### config.mk
export PLATFORM = sky130hd
export DESIGN_NAME = clock_synth_divider_calc_unit
export DESIGN_NICKNAME = d
export VERILOG_FILES = /design/src/design/csdc_pkg.sv /design/src/design/clock_synth_divider_calc_unit.sv /design/src/design/csdc_divider.sv /design/src/design/csdc_multiplier.sv
export SDC_FILE = /design/constraint.sdc
export NUM_CORES = 2
export LEC_CHECK = 0
export ABC_AREA = 0
export BUFFER_PORTS_ARGS = -buffer_cell sky130_fd_sc_hd__buf_2
export CORE_ASPECT_RATIO = 1.4
export CORE_MARGIN = 5
export CORE_UTILIZATION = 40
export DETAILED_ROUTE_END_ITERATION = 8
export SYNTH_ARGS = -nofsm -noshare
export SYNTH_HDL_FRONTEND = slang
export SYNTH_SLANG_ARGS = --single-unit
export TNS_END_PERCENT = 5
### constraint.sdc
create_clock -name i_clk -period 22.1 [get_ports i_clk]
set_input_delay 2.21 -clock i_clk [delete_from_list [all_inputs] [get_ports i_clk]]
set_output_delay 2.21 -clock i_clk [all_outputs]
set_load 0.01 [all_outputs]
### src/design/csdc_pkg.sv
// ----------------------------------------------------------------------------
// csdc_pkg
// Shared types and constants of the clock synthesizer divider calculator.
// ----------------------------------------------------------------------------
package csdc_pkg;

    localparam int unsigned FOUT_W = 28;
    localparam int unsigned REF_W  = 26;
    localparam int unsigned VCO_W  = 30;

    localparam logic [FOUT_W-1:0] FOUT_MIN     = 28'd2500;
    localparam logic [FOUT_W-1:0] FOUT_MAX     = 28'd200000000;
    localparam logic [REF_W-1:0]  REF_MIN      = 26'd10000000;
    localparam logic [REF_W-1:0]  REF_MAX      = 26'd40000000;
    localparam logic [REF_W-1:0]  REF_RESET    = 26'd27000000;
    localparam logic [VCO_W-1:0]  VCO_MIN      = 30'd600000000;
    localparam logic [FOUT_W-1:0] RDIV_LIMIT   = 28'd292969;
    localparam logic [FOUT_W-1:0] DIVBY4_LIMIT = 28'd150000000;
    localparam logic [7:0]        DIVBY4_CODE  = 8'h0C;
    localparam logic [19:0]       P_OFFSET     = 20'd512;

    // divider width: dividends up to 64 bits
    localparam int unsigned DIV_W = 64;

    typedef struct packed {
        logic            start;
        logic [DIV_W-1:0] num;
        logic [DIV_W-1:0] den;
    } t_div_req;

    typedef struct packed {
        logic            done;
        logic [DIV_W-1:0] quo;
        logic [DIV_W-1:0] rem;
    } t_div_rsp;

endpackage

### src/design/clock_synth_divider_calc_unit.sv
// ----------------------------------------------------------------------------
// clock_synth_divider_calc_unit
// Divider settings of a fractional-N clock synthesizer from a wanted frequency.
// ----------------------------------------------------------------------------
// One frequency at a time: a beat is taken, the output divider and R divider
// are chosen, then the feedback ratio a + b/c is worked out with a shared
// bit-serial restoring divider (up to five divisions) and a bit-serial
// shift-add multiplier (one multiplier bit per cycle; the product for the
// output divider is redone each time that divider is raised). The result
// sits in an output register; the next item is taken once it has been read.
// ----------------------------------------------------------------------------
module clock_synth_divider_calc_unit
    import csdc_pkg::*;
#(
    parameter int unsigned DEN_BITS = 20
)(
    input  logic        i_clk,
    input  logic        i_rst_n,
    input  logic        i_cfg_valid,
    output logic        o_cfg_ready,
    input  logic [25:0] i_cfg_data,
    input  logic        i_valid,
    output logic        o_ready,
    input  logic [27:0] i_fout_hz,
    output logic        o_valid,
    input  logic        i_ready,
    output logic [63:0] o_feedback_regs,
    output logic [63:0] o_output_regs,
    output logic [29:0] o_vco_freq_hz,
    output logic [11:0] o_out_divider,
    output logic [2:0]  o_r_div_log2,
    output logic [6:0]  o_pll_int_part,
    output logic [19:0] o_pll_frac_num,
    output logic [19:0] o_pll_frac_den
);

    localparam logic [DIV_W-1:0] DEN_MAX = DIV_W'((64'd1 << DEN_BITS) - 64'd1);

    localparam logic [4:0] S_IDLE  = 5'd0;
    localparam logic [4:0] S_RSCAN = 5'd1;
    localparam logic [4:0] S_DDIV  = 5'd2;
    localparam logic [4:0] S_DWAIT = 5'd3;
    localparam logic [4:0] S_VMUL  = 5'd4;
    localparam logic [4:0] S_VWAIT = 5'd5;
    localparam logic [4:0] S_DFIX  = 5'd6;
    localparam logic [4:0] S_ADIV  = 5'd7;
    localparam logic [4:0] S_AWAIT = 5'd8;
    localparam logic [4:0] S_BMUL  = 5'd9;
    localparam logic [4:0] S_BMW   = 5'd10;
    localparam logic [4:0] S_BDIV  = 5'd11;
    localparam logic [4:0] S_BDW   = 5'd12;
    localparam logic [4:0] S_CMUL  = 5'd13;
    localparam logic [4:0] S_CMW   = 5'd14;
    localparam logic [4:0] S_CDIV  = 5'd15;
    localparam logic [4:0] S_CDW   = 5'd16;
    localparam logic [4:0] S_QDIV  = 5'd17;
    localparam logic [4:0] S_QDW   = 5'd18;
    localparam logic [4:0] S_PMUL  = 5'd19;
    localparam logic [4:0] S_PMW   = 5'd20;
    localparam logic [4:0] S_DONE  = 5'd21;

    logic [4:0]       r_state;
    logic [25:0]      r_ref;
    logic [7:0]       r_r;
    logic [2:0]       r_rd;
    logic             r_divby4;
    logic [11:0]      r_d;
    logic [29:0]      r_fr;
    logic [29:0]      r_vco;
    logic [6:0]       r_a;
    logic [25:0]      r_rem;
    logic [19:0]      r_b;
    logic [19:0]      r_c;
    logic [DIV_W-1:0] r_q;
    logic             r_out_valid;

    t_div_req         w_req;
    t_div_rsp         w_rsp;
    logic             w_mstart;
    logic [DIV_W-1:0] w_ma;
    logic [31:0]      w_mb;
    logic             w_mdone;
    logic [DIV_W-1:0] w_mprod;

    logic [27:0]      w_fsat;
    logic [25:0]      w_refsat;
    logic [19:0]      w_p1;
    logic [19:0]      w_p2;
    logic [19:0]      w_m1;
    logic [DIV_W-1:0] w_b128;
    logic [DIV_W-1:0] w_cq;

    csdc_divider u_div (.i_clk, .i_rst_n, .i_req(w_req), .o_rsp(w_rsp));
    csdc_multiplier u_mul (
        .i_clk, .i_rst_n, .i_start(w_mstart), .i_a(w_ma), .i_b(w_mb),
        .o_done(w_mdone), .o_prod(w_mprod)
    );

    always_comb begin
        w_fsat = i_fout_hz;
        if (w_fsat < FOUT_MIN) w_fsat = FOUT_MIN;
        if (w_fsat > FOUT_MAX) w_fsat = FOUT_MAX;
        w_refsat = r_ref;
        if (w_refsat < REF_MIN) w_refsat = REF_MIN;
        if (w_refsat > REF_MAX) w_refsat = REF_MAX;
    end

    assign w_b128 = {37'd0, r_b, 7'd0};
    assign w_cq   = w_mprod;
    assign w_p1   = 20'({r_a, 7'd0}) + 20'(r_q) - P_OFFSET;
    assign w_p2   = 20'(w_b128 - w_cq);
    assign w_m1   = 20'({r_d, 7'd0}) - P_OFFSET;

    // shared-unit requests
    always_comb begin
        w_req.start = 1'b0;
        w_req.num   = '0;
        w_req.den   = '0;
        w_mstart    = 1'b0;
        w_ma        = '0;
        w_mb        = '0;
        unique case (r_state)
            S_DDIV: begin
                w_req.start = 1'b1;
                w_req.num   = DIV_W'(VCO_MIN);
                w_req.den   = DIV_W'(r_fr);
            end
            S_VMUL: begin
                w_mstart = 1'b1;
                w_ma     = DIV_W'(r_fr);
                w_mb     = 32'(r_d);
            end
            S_ADIV: begin
                w_req.start = 1'b1;
                w_req.num   = DIV_W'(r_vco);
                w_req.den   = DIV_W'(w_refsat);
            end
            S_BMUL: begin
                w_mstart = 1'b1;
                w_ma     = DIV_W'(r_rem);
                w_mb     = 32'(DEN_MAX);
            end
            S_BDIV: begin
                w_req.start = 1'b1;
                w_req.num   = r_q;
                w_req.den   = DIV_W'(w_refsat);
            end
            S_CMUL: begin
                w_mstart = 1'b1;
                w_ma     = {r_q[DIV_W-2:0], 1'b0};
                w_mb     = 32'(w_refsat);
            end
            S_CDIV: begin
                w_req.start = 1'b1;
                w_req.num   = r_q + DIV_W'(r_rem);
                w_req.den   = DIV_W'({r_rem, 1'b0});
            end
            S_QDIV: begin
                w_req.start = 1'b1;
                w_req.num   = w_b128;
                w_req.den   = DIV_W'(r_c);
            end
            S_PMUL: begin
                w_mstart = 1'b1;
                w_ma     = DIV_W'(r_c);
                w_mb     = 32'(r_q);
            end
            default: ;
        endcase
    end

    always_ff @(posedge i_clk) begin
        if (!i_rst_n) begin
            r_state     <= S_IDLE;
            r_ref       <= REF_RESET;
            r_out_valid <= 1'b0;
        end else begin
            if (i_cfg_valid && o_cfg_ready) r_ref <= i_cfg_data;
            if (o_valid && i_ready) r_out_valid <= 1'b0;
            unique case (r_state)
                S_IDLE: begin
                    if (i_valid && o_ready) begin
                        r_r      <= 8'd1;
                        r_rd     <= '0;
                        r_divby4 <= (w_fsat > DIVBY4_LIMIT);
                        r_d      <= 12'd4;
                        r_fr     <= 30'(w_fsat);
                        if (w_fsat > DIVBY4_LIMIT) begin
                            r_state  <= S_VMUL;
                        end else if (w_fsat < RDIV_LIMIT) begin
                            r_state <= S_RSCAN;
                        end else begin
                            r_state <= S_DDIV;
                        end
                    end
                end
                S_RSCAN: begin
                    // r_fr holds r*f while doubling
                    if (r_r < 8'd128 && r_fr < 30'(RDIV_LIMIT)) begin
                        r_r  <= {r_r[6:0], 1'b0};
                        r_rd <= r_rd + 3'd1;
                        r_fr <= {r_fr[28:0], 1'b0};
                    end else begin
                        r_state <= S_DDIV;
                    end
                end
                S_DDIV: r_state <= S_DWAIT;
                S_DWAIT: begin
                    if (w_rsp.done) begin
                        if (r_r == 8'd1 && w_rsp.quo < 64'd6) r_d <= 12'd6;
                        else if (w_rsp.quo[0]) r_d <= 12'(w_rsp.quo + 64'd1);
                        else r_d <= 12'(w_rsp.quo);
                        r_state <= S_VMUL;
                    end
                end
                S_VMUL: r_state <= S_VWAIT;
                S_VWAIT: begin
                    if (w_mdone) begin
                        if (!r_divby4 && w_mprod < DIV_W'(VCO_MIN)) begin
                            r_d     <= r_d + 12'd2;
                            r_state <= S_DFIX;
                        end else begin
                            r_vco   <= 30'(w_mprod);
                            r_state <= S_ADIV;
                        end
                    end
                end
                S_DFIX: r_state <= S_VMUL;
                S_ADIV: r_state <= S_AWAIT;
                S_AWAIT: begin
                    if (w_rsp.done) begin
                        r_a     <= 7'(w_rsp.quo);
                        r_rem   <= 26'(w_rsp.rem);
                        r_state <= S_BMUL;
                    end
                end
                S_BMUL: r_state <= S_BMW;
                S_BMW: begin
                    if (w_mdone) begin
                        r_q     <= w_mprod;
                        r_state <= S_BDIV;
                    end
                end
                S_BDIV: r_state <= S_BDW;
                S_BDW: begin
                    if (w_rsp.done) begin
                        r_b <= 20'(w_rsp.quo);
                        if (w_rsp.quo == '0) begin
                            r_c     <= 20'(DEN_MAX);
                            r_state <= S_QDIV;
                        end else begin
                            r_q     <= w_rsp.quo;
                            r_state <= S_CMUL;
                        end
                    end
                end
                S_CMUL: r_state <= S_CMW;
                S_CMW: begin
                    if (w_mdone) begin
                        r_q     <= w_mprod;
                        r_state <= S_CDIV;
                    end
                end
                S_CDIV: r_state <= S_CDW;
                S_CDW: begin
                    if (w_rsp.done) begin
                        if (w_rsp.quo > DEN_MAX) r_c <= 20'(DEN_MAX);
                        else if (w_rsp.quo == '0) r_c <= 20'd1;
                        else r_c <= 20'(w_rsp.quo);
                        r_state <= S_QDIV;
                    end
                end
                S_QDIV: r_state <= S_QDW;
                S_QDW: begin
                    if (w_rsp.done) begin
                        r_q     <= w_rsp.quo;
                        r_state <= S_PMUL;
                    end
                end
                S_PMUL: r_state <= S_PMW;
                S_PMW: begin
                    if (w_mdone) begin
                        o_feedback_regs <= {r_c[15:8], r_c[7:0], 6'd0, w_p1[17:16],
                                            w_p1[15:8], w_p1[7:0], r_c[19:16],
                                            w_p2[19:16], w_p2[15:8], w_p2[7:0]};
                        // divide-by-4 code sits in bits 3:2 of the third byte
                        o_output_regs   <= {8'd0, 8'd1, 1'b0, r_rd, {2{r_divby4}},
                                            w_m1[17:16], w_m1[15:8],
                                            w_m1[7:0], 24'd0};
                        o_vco_freq_hz   <= r_vco;
                        o_out_divider   <= r_d;
                        o_r_div_log2    <= r_rd;
                        o_pll_int_part  <= r_a;
                        o_pll_frac_num  <= r_b;
                        o_pll_frac_den  <= r_c;
                        r_out_valid     <= 1'b1;
                        r_state         <= S_DONE;
                    end
                end
                S_DONE: begin
                    if (!r_out_valid || i_ready) r_state <= S_IDLE;
                end
                default: r_state <= S_IDLE;
            endcase
        end
    end

    assign o_ready     = (r_state == S_IDLE) && !r_out_valid;
    assign o_valid     = r_out_valid;
    assign o_cfg_ready = (r_state == S_IDLE);

endmodule

### src/design/csdc_divider.sv
// ----------------------------------------------------------------------------
// csdc_divider
// Restoring divider, one quotient bit per cycle.
// ----------------------------------------------------------------------------
module csdc_divider
    import csdc_pkg::*;
(
    input  logic     i_clk,
    input  logic     i_rst_n,
    input  t_div_req i_req,
    output t_div_rsp o_rsp
);

    logic [DIV_W-1:0]   r_quo, n_quo;
    logic [DIV_W-1:0]   r_rem, n_rem;
    logic [DIV_W-1:0]   r_den, n_den;
    logic [6:0]         r_cnt, n_cnt;
    logic               r_busy, n_busy;
    logic               r_done, n_done;
    logic [DIV_W:0]     w_trial;
    logic [DIV_W:0]     w_diff;

    always_comb begin
        w_trial = {r_rem, r_quo[DIV_W-1]};
        w_diff  = w_trial - {1'b0, r_den};
        n_quo   = r_quo;
        n_rem   = r_rem;
        n_den   = r_den;
        n_cnt   = r_cnt;
        n_busy  = r_busy;
        n_done  = 1'b0;
        if (i_req.start) begin
            n_quo  = i_req.num;
            n_rem  = '0;
            n_den  = i_req.den;
            n_cnt  = 7'(DIV_W);
            n_busy = 1'b1;
        end else if (r_busy) begin
            if (!w_diff[DIV_W]) begin
                n_rem = w_diff[DIV_W-1:0];
                n_quo = {r_quo[DIV_W-2:0], 1'b1};
            end else begin
                n_rem = w_trial[DIV_W-1:0];
                n_quo = {r_quo[DIV_W-2:0], 1'b0};
            end
            n_cnt = r_cnt - 7'd1;
            if (r_cnt == 7'd1) begin
                n_busy = 1'b0;
                n_done = 1'b1;
            end
        end
    end

    always_ff @(posedge i_clk) begin
        if (!i_rst_n) begin
            r_busy <= 1'b0;
            r_done <= 1'b0;
            r_cnt  <= '0;
        end else begin
            r_busy <= n_busy;
            r_done <= n_done;
            r_cnt  <= n_cnt;
        end
        r_quo <= n_quo;
        r_rem <= n_rem;
        r_den <= n_den;
    end

    assign o_rsp.done = r_done;
    assign o_rsp.quo  = r_quo;
    assign o_rsp.rem  = r_rem;

endmodule

### src/design/csdc_multiplier.sv
// ----------------------------------------------------------------------------
// csdc_multiplier
// Shift-add multiplier, one multiplier bit per cycle, 64-bit product.
// ----------------------------------------------------------------------------
module csdc_multiplier
    import csdc_pkg::*;
(
    input  logic             i_clk,
    input  logic             i_rst_n,
    input  logic             i_start,
    input  logic [DIV_W-1:0] i_a,
    input  logic [31:0]      i_b,
    output logic             o_done,
    output logic [DIV_W-1:0] o_prod
);

    logic [DIV_W-1:0] r_acc, n_acc;
    logic [DIV_W-1:0] r_a, n_a;
    logic [31:0]      r_b, n_b;
    logic             r_busy, n_busy;
    logic             r_done, n_done;

    always_comb begin
        n_acc  = r_acc;
        n_a    = r_a;
        n_b    = r_b;
        n_busy = r_busy;
        n_done = 1'b0;
        if (i_start) begin
            n_acc  = '0;
            n_a    = i_a;
            n_b    = i_b;
            n_busy = 1'b1;
        end else if (r_busy) begin
            if (r_b[0]) n_acc = r_acc + r_a;
            n_a = {r_a[DIV_W-2:0], 1'b0};
            n_b = {1'b0, r_b[31:1]};
            if (r_b[31:1] == '0) begin
                n_busy = 1'b0;
                n_done = 1'b1;
            end
        end
    end

    always_ff @(posedge i_clk) begin
        if (!i_rst_n) begin
            r_busy <= 1'b0;
            r_done <= 1'b0;
        end else begin
            r_busy <= n_busy;
            r_done <= n_done;
        end
        r_acc <= n_acc;
        r_a   <= n_a;
        r_b   <= n_b;
    end

    assign o_done = r_done;
    assign o_prod = r_acc;

endmodule
### After elaboration in Yosys (flattened, before gate mapping)

Index checks and enable logic that the tools add are counted.

| storage, ports and cells | value |
|---|---|
| bits in registers | 789 |
| input bits | 59 |
| word-level logic and storage cells | 208 |

| operators by class | value |
|---|---|
| add/subtract/negate cells | 11 |
| $lt $le $gt $ge | 11 |
| eq/ne operators | 40 |
| multiplexer cells | 73 |
| bitwise logic cells | 4 |
| reduce and logical (&&, ||, !) cells | 35 |

Operators by type and width:

| operator | number |
|---|---|
| $pmux 129 s5 | 1 |
| $mux 64 | 9 |
| $pmux 64 s4 | 1 |
| $pmux 64 s3 | 1 |
| $pmux 32 s4 | 1 |
| $pmux 5 s22 | 1 |
| $mux 20 | 5 |
| $mux 12 | 6 |
| $mux 5 | 13 |
| $sub 65x64->65 | 1 |
| $add 64x26->64 | 1 |
| $add 64x64->64 | 1 |
| $gt 64x20->1 const B | 1 |
| $logic_not 64->1 | 1 |
| $lt 64x3->1 const B | 1 |
| $lt 64x30->1 const B | 1 |
| $mux 32 | 2 |
| $mux 30 | 2 |
| $pmux 30 s2 | 1 |
| $gt 28x28->1 const B | 2 |
| $mux 28 | 2 |
| $mux 26 | 2 |
| $eq 5x4->1 const B | 8 |
| $pmux 20 s2 | 1 |
| other kinds (46) | 109 |

### Depth between registers and ports, before layout

| depth | value |
|---|---|
| word-level depth | 9 |
| depth in mapped cells | 14 |
| gate-level depth less buffers | 14 |

### Hierarchy

From an unflattened synthesis, not the netlist that was laid out.

| second synthesis, totals | value |
|---|---|
| cell total of the unflattened synthesis | 4,275 |
| area, all modules | 43,534.3 um^2 |

By module, submodules not included:

| module | times used | cells each | area each (um^2) | sequential area each (um^2) |
|---|---|---|---|---|
| clock_synth_divider_calc_unit | 1 | 1,987 | 21,509.4 | 11,421.0 |
| csdc_divider | 1 | 1,248 | 11,959.0 | 5,305.1 |
| csdc_multiplier | 1 | 1,040 | 10,065.9 | 4,204.0 |

### Worst setup path after synthesis

Ideal clock, no wire load.

| timing path | value |
|---|---|
| path kind | in2reg |
| start | input i_rst_n |
| end | register o_feedback_regs[0] (enable) |
| setup time | 0.981 ns |
| arrival | 15.341 ns |
| path slack | 5.778 ns |
| cell stages on the path | 2 |
| buffers on the path | 0 |
| path through | nand2_1 -> nor4_1 |

| between the ends | value |
|---|---|
| longest elaborated chain between the ends | 1 |

Ends and longest elaborated chain:

| what | line | source |
|---|---|---|
| from (decl) | clock_synth_divider_calc_unit.sv:18 | `input logic i_rst_n,` |
| $reduce_and 3->1 (no source line) | n/a |  |
| to (signal assigned) | clock_synth_divider_calc_unit.sv:283 | `o_feedback_regs <= {r_c[15:8], r_c[7:0], 6'd0, w_p1[17:16],` |
| to (decl) | clock_synth_divider_calc_unit.sv:27 | `output logic [63:0] o_feedback_regs,` |

No other way between the ends.
A chain may end at the register's enable or synchronous reset.

### Worst setup path after layout

| timing path | value |
|---|---|
| start | register r_state[2] |
| end | output o_cfg_ready |

| between the ends | value |
|---|---|
| longest elaborated chain between the ends | 1 |

Ends and longest elaborated chain:

| what | line | source |
|---|---|---|
| from (decl) | clock_synth_divider_calc_unit.sv:62 | `logic [4:0] r_state;` |
| from (signal assigned) | clock_synth_divider_calc_unit.sv:174 | `r_state <= S_IDLE;` |
| from (signal assigned) | clock_synth_divider_calc_unit.sv:189 | `r_state <= S_VMUL;` |
| from (signal assigned) | clock_synth_divider_calc_unit.sv:191 | `r_state <= S_RSCAN;` |
| $logic_not 5->1 | clock_synth_divider_calc_unit.sv:310 | `assign o_cfg_ready = (r_state == S_IDLE);` |
| to (decl) | clock_synth_divider_calc_unit.sv:20 | `output logic o_cfg_ready,` |

No other way between the ends.

==> impl_results.md <==
- Result of the run: completed
- CTS hold repair buffers: 0
- Number of flip-flops and latches in the synthesized netlist: 720
- Final Cycle Share: 22.14%
- Clock sink count: 720
- Number of global-route vias before repair: 29930
- Max-cap viol count: 0
- Fill cells: 9306
- Post-Syn Area per Cell: 10.14 um2
- Maximum ir drop on the vdd rail: 0.00008186 V
- Final cell utilization of the core: 44.91%
- Area occupied by multi-input gates: 0.01798 mm2
- Top-level I/O count: 282
- Worst hold path class: register to register
- Standard cell with the maximum stage delay on the critical path: nor3_1
- Vias per cell: 5.876
- Critical Path Source Type: register
- Cell at the root of the clock tree: clkbuf_16
- Fraction of final layout cells with drive strength greater than 1: 12.46%
- Final TNS setup: 0 ps
- Post-detail-place hpwl: 92930 um
- Arrival @ worst endpoint: 2680 ps
- Final hold violation count: 0
- Core Area: 0.09818 mm2
- Number of synthesized flops with an enable pin: 549
- Worst Hold Endpoint: o_pll_int_part[4]$_DFFE_PP_
- Antenna violations before repair: 6
- Yosys warnings: 0
- Die width: 275.5 um
- First-pass GRT wire length: 187300 um
- ANT nets after route: 0
- Rows: 136
- Number of setup buffers added after CTS: 0
- RD Place Congestion: 0.9365
- Total Routing Usage GR: 23.05%
- Clock tree from TritonCTS: done
- Cell types with the largest area share after synthesis: edfxtp_1, dfxtp_1, ha_1
- Proportion of register bits with asynchronous set or reset after synthesis: 0%
- Wire length after detailed routing: 125900 um
- Top FF cell, synth: edfxtp_1
- Chip height: 381.8 um
- Count of cell types in the netlist: 87
- Total number of H-tree levels: 3
- DRC violation count after routing: 0
- Setup clock skew after layout: 43.61 ps
- Capture point of the worst reg-to-reg path: u_div.r_rem[51]$_SDFFE_PN0P_
- Largest net degree at the start of global routing: 141
- Final net count: 4225
- Initial Utilization: 40.22%
- Synth area leader: edfxtp_1
- Min-Delay Startpoint: r_a[4]$_DFFE_PP_
- Crit path capture type: output port
- Max FO, Critical Path: 34
- Smallest hold slack: 452.1 ps
- Slew of the pin with the lowest slew margin: 1128 ps
- Total clock buffers created by CTS: 76
- Syn-to-layout area delta: 11.67%
- Clock tree buffer depth: 3
- Delay of the slowest cell on the worst path: 680 ps
- Total die area: 0.1052 mm2
- Cells on worst reg2reg path: 13
- Number of standard cells after synthesis: 3894
- Via count: 31630
- Insertion delay to the later sink of the worst-skew pair: 680 ps
- First-pass detailed-route iteration total: 6
- Post-synthesis instance area: 0.03949 mm2
- Start-to-end type of the worst setup path: register to output port
- Number of gates resized after CTS: 0
- Relative slew margins: 24.19%
- Fraction of synthesized cell area taken by the top area cell type: 41.75%
- Buffers on Ports: 225
- Static leakage: 15.91 nW
- Violation count after the first detailed-route iteration: 3185
- Clk pin slew, worst setup/hold paths: 70 ps
- RSZ-0062 raised after global routing: false
- Flop-to-flop setup slack: 17370 ps
- Reg area: 0.01991 mm2
- Time the final worst path needs with I/O delays and setup: 4893 ps
- Power Density: 135.5 mW/mm2
- Maximum clock rate: 204.4 MHz
- # setup viols final: 0
- Final max-slew violation count: 0
- Per-cell routed wire length: 23.40 um
- Data required, critical path: 19890 ps
- Crit Reg-Reg Startpoint: u_div.r_quo[63]$_DFFE_PP_
- Sequential share of the synthesized area: 50.42%
- CP cell instances: buf_4 > or3_1 > nor3_1 > buf_2
- Number of instances on the worst hold path: 0
- Gr ovfl total: 0
- Total Power Consumption: 0.005974 W
==> logic make-up (layout without fill, tap and decap cells) <==
| group | after synthesis | after routing | share of synthesized area [%] |
|---|---|---|---|
| simple gates | 1244 | 1244 | 14.96 |
| compound gates | 1068 | 1068 | 17.94 |
| fa+ha+maj | 160 | 160 | 5.146 |
| flops | 720 | 720 | 50.42 |
| buf+inv | 425 | 546 | 4.946 |
| mux | 73 | 73 | 2.038 |
| xor+xnor | 202 | 202 | 4.528 |
| other cells | 2 | 58 | 0.01902 |
==> how the worst max path moves through the flow <==
| stage | endpoint | slack (ps) | startpoint | cells past startpoint |
|---|---|---|---|---|
| 6_report | o_cfg_ready | 17210 | r_state[2]$_SDFFE_PN0P_ | 4 |
| 5_1_grt | u_div.r_rem[51]$_SDFFE_PN0P_ | 17040 | u_div.r_quo[63]$_DFFE_PP_ | 13 |
| 4_1_cts | o_ready | 17150 | r_state[2]$_SDFFE_PN0P_ | 4 |
| 3_5_place_dp | r_fr[5]$_DFFE_PP_ | 16840 | i_fout_hz[20] | 9 |
| 3_3_place_gp | r_fr[5]$_DFFE_PP_ | 16870 | i_fout_hz[20] | 9 |
| 2_1_floorplan | o_feedback_regs[0]$_DFFE_PP_ | 5780 | i_rst_n | 2 |
==> power breakdown <==
group	leakage [nW]	switching (W)	internal, W
registers	6.32	0.000437	0.00195
clock network	1.23	0.000576	0.000762
logic	8.36	0.00137	0.000873
total	15.9	0.00239	0.00359
==> state kept, by name, summed over array words and instances (netlist names), 7 cells and up <==
signal,count
o_feedback_regs,39
o_pll_frac_den,19
r_vco,30
o_pll_frac_num,20
r_d,11
o_vco_freq_hz,30
u_div.r_den,30
r_a,7
r_ref,26
r_rem,26
o_out_divider,11
r_q,64
u_div.r_rem,64
r_r,8
u_div.r_quo,64
u_mul.o_prod,64
r_c,20
u_div.r_cnt,7
u_mul.r_b,32
r_fr,30
u_mul.r_a,64
o_pll_int_part,7
r_b,20
o_output_regs,10
==> cell type report <==
cell class,count,share of cell area (%)
multi-input combinational,2803,40.78
timing repair buffer,267,3.297
antenna,2,0.01135
inverter,138,1.175
clock inverter,42,1.112
tap,1311,3.720
clock buffer,99,4.747
sequential,720,45.16
==> per-layer routing <==
metal	vias to the layer above	global-route usage (%)	routed length (um)
li1	14690	-	-
met5	-	0	0
met1	15350	30.89	51660
met2	1372	36.82	57900
met4	0	10.57	6217
met3	222	3.494	10140
==> synth_stat cells (24+ instances only) <==
cell type	number
mux2_2	59
nand3_1	123
dfxtp_1	171
a22oi_1	57
nand2_1	447
xor2_1	73
o21ai_0	226
o21a_1	34
nor4_1	66
a21oi_1	258
a222oi_1	49
a21o_1	55
or3_1	24
inv_1	138
clkbuf_1	170
a22o_1	54
a31oi_1	76
nand4_1	46
nor3_1	69
a221oi_1	25
nand2b_1	37
xnor2_1	128
edfxtp_1	549
ha_1	156
o211ai_1	27
nor2_1	271
and3_1	40
buf_4	85
a211oi_1	31
==> worst max-delay path: cells and delay by family, from the launching register on <==
kind	cells	cell delay, ps
buffers and inverters	2	520
and+or+nand+nor	2	1200
DFF	1	300
==> cells in the final DEF (no fill, tap or decap), types with 63 or more instances in the layout <==
cell type	instances
buf_2	225
dfxtp_1	170
xnor2_1	128
ha_1	156
nor3_1	63
clkbuf_16	80
a31oi_1	75
nand3_1	123
inv_1	136
edfxtp_1	549
o21ai_0	226
nor2_1	261
a21oi_1	257
nand2_1	446
xor2_1	73
nor4_1	64
==> stage by stage <==
stage	std cells	area (um2)	setup WS [ps]
2_1_floorplan	3948	39690	5778
3_3_place_gp	5239	41510	16870
3_5_place_dp	5239	41510	16840
4_1_cts	5380	44090	17150
5_1_grt	5380	44090	17040
6_report	5382	44090	17210
Power figures use the tool's default switching activity.
